--- src/rtl/core/csb_pkg.sv ---
// shared constants, types and helper functions of the circle segment bounce unit
package csb_pkg;

  localparam int COORD_WIDTH_DEF = 32;
  localparam int RAD_W  = 31;
  localparam int VEL_W  = 32;
  localparam int BNC_W  = 18;
  localparam int QUO_W  = 32;
  localparam int LIMB_W = 32;
  localparam int FRAC_W = 16;

  // divider: one setup stage, one stage per quotient bit, one saturation stage
  localparam int DIV_LAT = QUO_W + 2;

  localparam int REG_IDX_W = 3;

  typedef enum logic [REG_IDX_W-1:0] {
    REG_SEG_START_X  = 3'd0,
    REG_SEG_START_Y  = 3'd1,
    REG_SEG_END_X    = 3'd2,
    REG_SEG_END_Y    = 3'd3,
    REG_SEG_BOUNCE_X = 3'd4,
    REG_SEG_BOUNCE_Y = 3'd5
  } csb_reg_e;

  localparam int SEG_END_X_RST = 65536;
  localparam int SEG_BNC_RST   = 65536;

  localparam logic [QUO_W-1:0] SAT_MAX = {1'b0, {(QUO_W-1){1'b1}}};
  localparam logic [QUO_W-1:0] SAT_MIN = {1'b1, {(QUO_W-1){1'b0}}};

  typedef struct packed {
    logic neg;   // quotient is negated
    logic keep;  // result is kept, else forced to zero
  } csb_div_ctl_t;

  function automatic int max_int(input int a, input int b);
    return (a > b) ? a : b;
  endfunction

  // register stages of the limb multiplier: product stage plus adder tree levels
  function automatic int mul_lat(input int aw, input int bw);
    int na;
    int nb;
    na = (aw + LIMB_W - 1) / LIMB_W;
    nb = (bw + LIMB_W - 1) / LIMB_W;
    return 1 + $clog2(na * nb);
  endfunction

endpackage

--- src/rtl/core/csb_mul.sv ---
// pipelined signed multiplier: limb partial products and a registered adder tree
module csb_mul #(
  parameter int AW = 32,
  parameter int BW = 32
) (
  input  logic                 clk_i,
  input  logic                 en_i,
  input  logic signed [AW-1:0] a_i,
  input  logic signed [BW-1:0] b_i,
  output logic signed [AW+BW-1:0] p_o
);
  import csb_pkg::*;

  localparam int NA  = (AW + LIMB_W - 1) / LIMB_W;
  localparam int NB  = (BW + LIMB_W - 1) / LIMB_W;
  localparam int NP  = NA * NB;
  localparam int LV  = $clog2(NP);
  localparam int NL  = 1 << LV;
  localparam int NN  = 2 * NL - 1;
  localparam int PW  = AW + BW;
  localparam int AEW = NA * LIMB_W;
  localparam int BEW = NB * LIMB_W;

  logic signed [AEW-1:0] a_ext;
  logic signed [BEW-1:0] b_ext;
  logic signed [PW-1:0]  node_q [NN];

  assign a_ext = AEW'(a_i);
  assign b_ext = BEW'(b_i);

  for (genvar l = 0; l < NL; l++) begin : g_leaf
    if (l < NP) begin : g_pp
      localparam int I = l / NB;
      localparam int J = l % NB;
      logic signed [LIMB_W:0]     la;
      logic signed [LIMB_W:0]     lb;
      logic signed [2*LIMB_W+1:0] pp;

      // top limb carries the sign, lower limbs are unsigned
      assign la = {(I == NA-1) ? a_ext[AEW-1] : 1'b0, a_ext[I*LIMB_W +: LIMB_W]};
      assign lb = {(J == NB-1) ? b_ext[BEW-1] : 1'b0, b_ext[J*LIMB_W +: LIMB_W]};
      assign pp = la * lb;

      always_ff @(posedge clk_i) begin
        if (en_i) begin
          node_q[NL-1+l] <= PW'(pp) <<< (LIMB_W * (I + J));
        end
      end
    end else begin : g_pad
      always_ff @(posedge clk_i) begin
        if (en_i) begin
          node_q[NL-1+l] <= '0;
        end
      end
    end
  end

  for (genvar n = 0; n < NL - 1; n++) begin : g_sum
    always_ff @(posedge clk_i) begin
      if (en_i) begin
        node_q[n] <= node_q[2*n+1] + node_q[2*n+2];
      end
    end
  end

  assign p_o = node_q[0];

endmodule

--- config.mk ---
export PLATFORM = sky130hd
export DESIGN_NAME = csb_mul
export DESIGN_NICKNAME = d
export VERILOG_FILES = /design/src/rtl/core/csb_pkg.sv /design/src/rtl/core/csb_mul.sv
export SDC_FILE = /design/constraint.sdc
export NUM_CORES = 2
export LEC_CHECK = 0
export CORE_ASPECT_RATIO = 1.75
export CORE_MARGIN = 4
export CORE_UTILIZATION = 65
export CTS_CLUSTER_DIAMETER = 40
export CTS_CLUSTER_SIZE = 16
export DETAILED_ROUTE_END_ITERATION = 8
export DONT_BUFFER_PORTS = 1
export PLACE_DENSITY = 0.81
export SYNTH_ARGS = -nofsm -noshare
export SYNTH_HDL_FRONTEND = slang
export SYNTH_SLANG_ARGS = --single-unit
--- constraint.sdc ---
create_clock -name clk_i -period 9 [get_ports clk_i]
set_input_delay 0.45 -clock clk_i [delete_from_list [all_inputs] [get_ports clk_i]]
set_output_delay 0.45 -clock clk_i [all_outputs]
set_load 0.03 [all_outputs]
Yosys cells after proc, flatten, opt, wreduce, memory -nomap -nowiden
Memories as Yosys holds them, arrays and structs flattened.
Cells that the tools add are included.
Widths: inputs -> output; s select.
- multiplexer cells: 2
- multipliers: 1
- operators by type and width (operator ; count):
    $mul 32x32->64 ; 1
    $mux 1 ; 2
- memories kept: 1
- RAM bits: 64
- bits of input ports: 66
- register bits after elaboration: 0
- logic and storage cells: 4
- output and inout bits: 64
- memories (memory ; words ; width ; rd ports ; clocked after Yosys merged registers in ; write ports ; RTL line ; text):
    node_q ; 1 ; 64 ; 1 ; 0 ; 1 ; csb_mul.sv:26 ; logic signed [PW-1:0] node_q [NN];

Longest topological paths before layout
- depth in word-level cells: 2
- mapped depth: 28
- mapped depth without buffers: 26

Least setup slack after synthesis
OpenSTA, ideal clock, no wires.
- kind: input port to flip-flop
- start: in b_i[2]
- end: mem node_q[0][63] (netlist bit), data pin
- data required time: 8740 ps
- data arrival time: 7673 ps
- stages on the path: 25
- buffers on the path: 2
- setup slack: 1067 ps
- library setup time: 260 ps
- cell sequence: clkbuf_1 > nand2_1 > inv_1 > fa_1 > fa_1 > fa_1 > fa_1 > inv_1 > fa_1 > inv_1 > fa_1 > inv_1 > fa_1 > inv_1 > fa_1 > ha_1 > clkbuf_1 > nand4_1 > or3_1 > o21ai_0 > a211oi_2 > o32ai_1 > nor2_1 > a31o_2 > xnor2_1
- cells in the longest elaborated chain, start to end: 1
- ends and longest elaborated chain (item ; RTL line ; text):
    start: declaration ; csb_mul.sv:9 ; input logic signed [BW-1:0] b_i,
    $mul 32x32->64 ; csb_mul.sv:42 ; assign pp = la * lb;
    named net g_leaf[0].g_pp.pp[63] ; csb_mul.sv:37 ; logic signed [2*LIMB_W+1:0] pp;
    end: declaration ; csb_mul.sv:26 ;
The timed path passes the listed nets, and every way through them passes these cells.

Worst setup path after layout
- start: in a_i[31]
- end: mem node_q[0][63] (netlist bit), data pin
- cells in the longest elaborated chain, start to end: 1
- ends and longest elaborated chain (item ; RTL line ; text):
    start: declaration ; csb_mul.sv:8 ; input logic signed [AW-1:0] a_i,
    $mul 32x32->64 ; csb_mul.sv:42 ;
    named net g_leaf[0].g_pp.pp[63] ; csb_mul.sv:37 ;
The timed path passes the listed nets, and every way through them passes these cells.

==> impl_metrics.yaml <==
finish:
  regMostFlops: "node_q"
  register_area_um2: 1920
  area_delta_synth_final_pct: 1.29
  largest_reg_flops: 64
  drive_above_1_share_pct: 1.54
  fill_cells: 4578
  largest_registers: "node_q: 64 flops"
  final_nets: 5082
  multi_input_area_um2: 32000
sta:
  fmax_mhz: 127
  layout_setup_ws_ps: 1130
  slew_headroom_pct: 58.2
  final-max-slew-violation-count: 0
  worst_pin_slew_ps: 626
  hold_viol: 0
  grt_setup_unrepaired: "no"
  finalSetupViolations: 0
  fin_crit_ps: 7870
  finalCritPeriodShare_pct: 87.5
  fin_setup_tns_ps: 0
floorplan:
  initial_utilization_pct: 65.7
  core_area_um2: 58300
  die_height_um: 329
  io_pins: 130
  row_count: 117
  die_area_um2: 63000
  die_width_um: 191
setup_path:
  critical_path_class: "in2reg"
  crit_required_ps: 9080
  cp_max_fo: 32
  worst_ep_arrival_time_ps: 7950
  crit_start: "a_i[31]"
  critPathMostFrequentCell: "fa_1"
  cpMaxStageDelayCell: "fa_1"
  end_kind: "register"
  cp-start-kind: "input pin"
  max_stage_delay_ps: 610
  cp-endpoint: "node_q[0][63]"
synth:
  synth_area_leaders: "fa_1 (57%), inv_1 (9.3%), and2_1 (8.4%)"
  yosysSeqAreaShare_pct: 5.02
  syn-instance-count: 3949
  synthesis.area_um2: 38300
  synth_flop_cell: "edfxtp_1"
  synth_top_cell_area_share_pct: 56.6
  syn_avg_cell_area_um2: 9.69
  synthArstFlopShare_pct: 0
  ys_ff_latch: 64
  yosys-top-cells-count: "fa_1 (1,082), inv_1 (949), nand2_1 (524)"
  yosys_warnings: 0
  synth_top_cell_by_area: "fa_1"
  yosys.cell_count.top_type: "fa_1"
  ys_types: 70
  synth-edff-count: 64
  syn_nets: 5281
clocking:
  ctsHtreeMaxLevel: 3
  ctsHoldBuffers: 0
  post_cts_buffers: 0
  numCtsBuffers: 9
  cts.repair.resized: 0
  path_clk_slew_ps: 60
  cts_tree: "built"
  cts_sinks: 64
  clockRootBuffer: "clkbuf_16"
  clockBufferDepth: 2
global_route:
  grt_antenna_before_repair: 3
  grt_max_degree: 65
  grt_pass1_wl_um: 175000
  overflow: 0
  grt_pass1_vias: 31225
  grtUsageTotal_pct: 37.5
placed_design:
  dpl_worst_slack_ps: 778
  place_congestion: 0.980
  io_buffers: 0
  dp_hpwl_um: 88300
detailed_routing:
  totalWireLength_um: 112000
  ant_nets: 0
  drc: 0
  wire_per_inst_um: 24.8
  first_pass_iters: 7
  first_iter_violations: 1765
  vias_per_cell: 6.00
  num_vias: 27178
status:
  status: "complete, no violations"
min_path:
  hp-class: "in2reg"
  min_from: "en_i"
run:
  maxCapViolCount: 0
-- worst min path at each step --
stage / endpoint / slack [ps] / depth (start not counted)
2_1_floorplan: node_q[0][0] / 560 / 0
3_5_place_dp: node_q[0][60] / 570 / 0
4_1_cts: node_q[0][63] / 220 / 0
5_1_grt: node_q[0][63] / 210 / 0
6_report: node_q[0][63] / 220 / 0
3_3_place_gp: node_q[0][60] / 570 / 0
-- per-layer routing --
| metal | vias up | wire length [µm] | track usage [%] | share of wire, % |
|---|---|---|---|---|
| met4 | 4 | 14800 | 35.2 | 13 |
| met1 | 14092 | 31000 | 36.0 | 28 |
| li1 | 10905 | - | - | - |
| met2 | 1439 | 57600 | 63.9 | 51 |
| met5 | - | 26 | 0 | 0.023 |
| met3 | 738 | 9000 | 10.1 | 8.0 |
-- cells by family after synthesis --
family	Yosys count	share of synthesized area [%]
adder cells (fa/ha/maj)	1266	62.6
AND/OR/NAND/NOR	1178	15.4
buffers and inverters	1163	11.5
AO/OA/AOI/OAI	204	3.78
XOR/XNOR	74	1.69
flip-flops	64	5.02
-- through the flow --
stage / util [%] / instance area [µm²] / hold WS (ps) / cells
after global routing: 66.5 / 38800 / 211 / 4528
after CTS: 66.5 / 38800 / 222 / 4528
final: 66.5 / 38800 / 223 / 4529
after floorplan: - / 38300 / 562 / 3949
after detailed placement: 66.0 / 38500 / 569 / 4512
after global placement: 66.0 / 38500 / 569 / 4512
-- layout by cell type (no fill, tap or decap), drive strengths merged, types with 3 or more instances in the layout --
cell type  synthesis  final
or3                3      3
and3              11     11
clkinv             0      3
inv              949    950
edfxtp            64     64
and2             514    514
o21a               4      4
nand2            526    526
a211o              5      5
buf               13      4
o21bai             6      6
xor2              22     22
clkbuf           201      9
nor2              61     61
nor3               7      7
nand3             18     18
nor2b              8      8
fa              1082   1082
a31o               3      3
a211oi             7      7
nand4             11     11
ha               184    184
o21ai             42     42
o211ai             6      6
nand2b            13     13
a31oi              6      6
a21oi             68     68
xnor2             52     52
a21o              33     33
-- final cells by class --
class / instances / share of cell area (%)
Tap cell: 773 / 2.49
Multi-Input combinational cell: 2722 / 82.5
Timing Repair Buffer: 4 / 0.0774
Sequential cell: 64 / 4.96
Antenna cell: 1 / 0.00645
Clock inverter: 7 / 0.245
Clock buffer: 9 / 0.581
Inverter: 949 / 9.19
-- critical path: cells and delay by family --
family | cells | cell delay [ps]
compound gates | 4 | 710
xor+xnor | 1 | 120
fa+ha+maj | 9 | 4730
buf+inv | 7 | 950
simple gates | 4 | 960
Power is not shown: default switching activity piles up to over one toggle a cycle in this logic, so the estimate is an artifact.
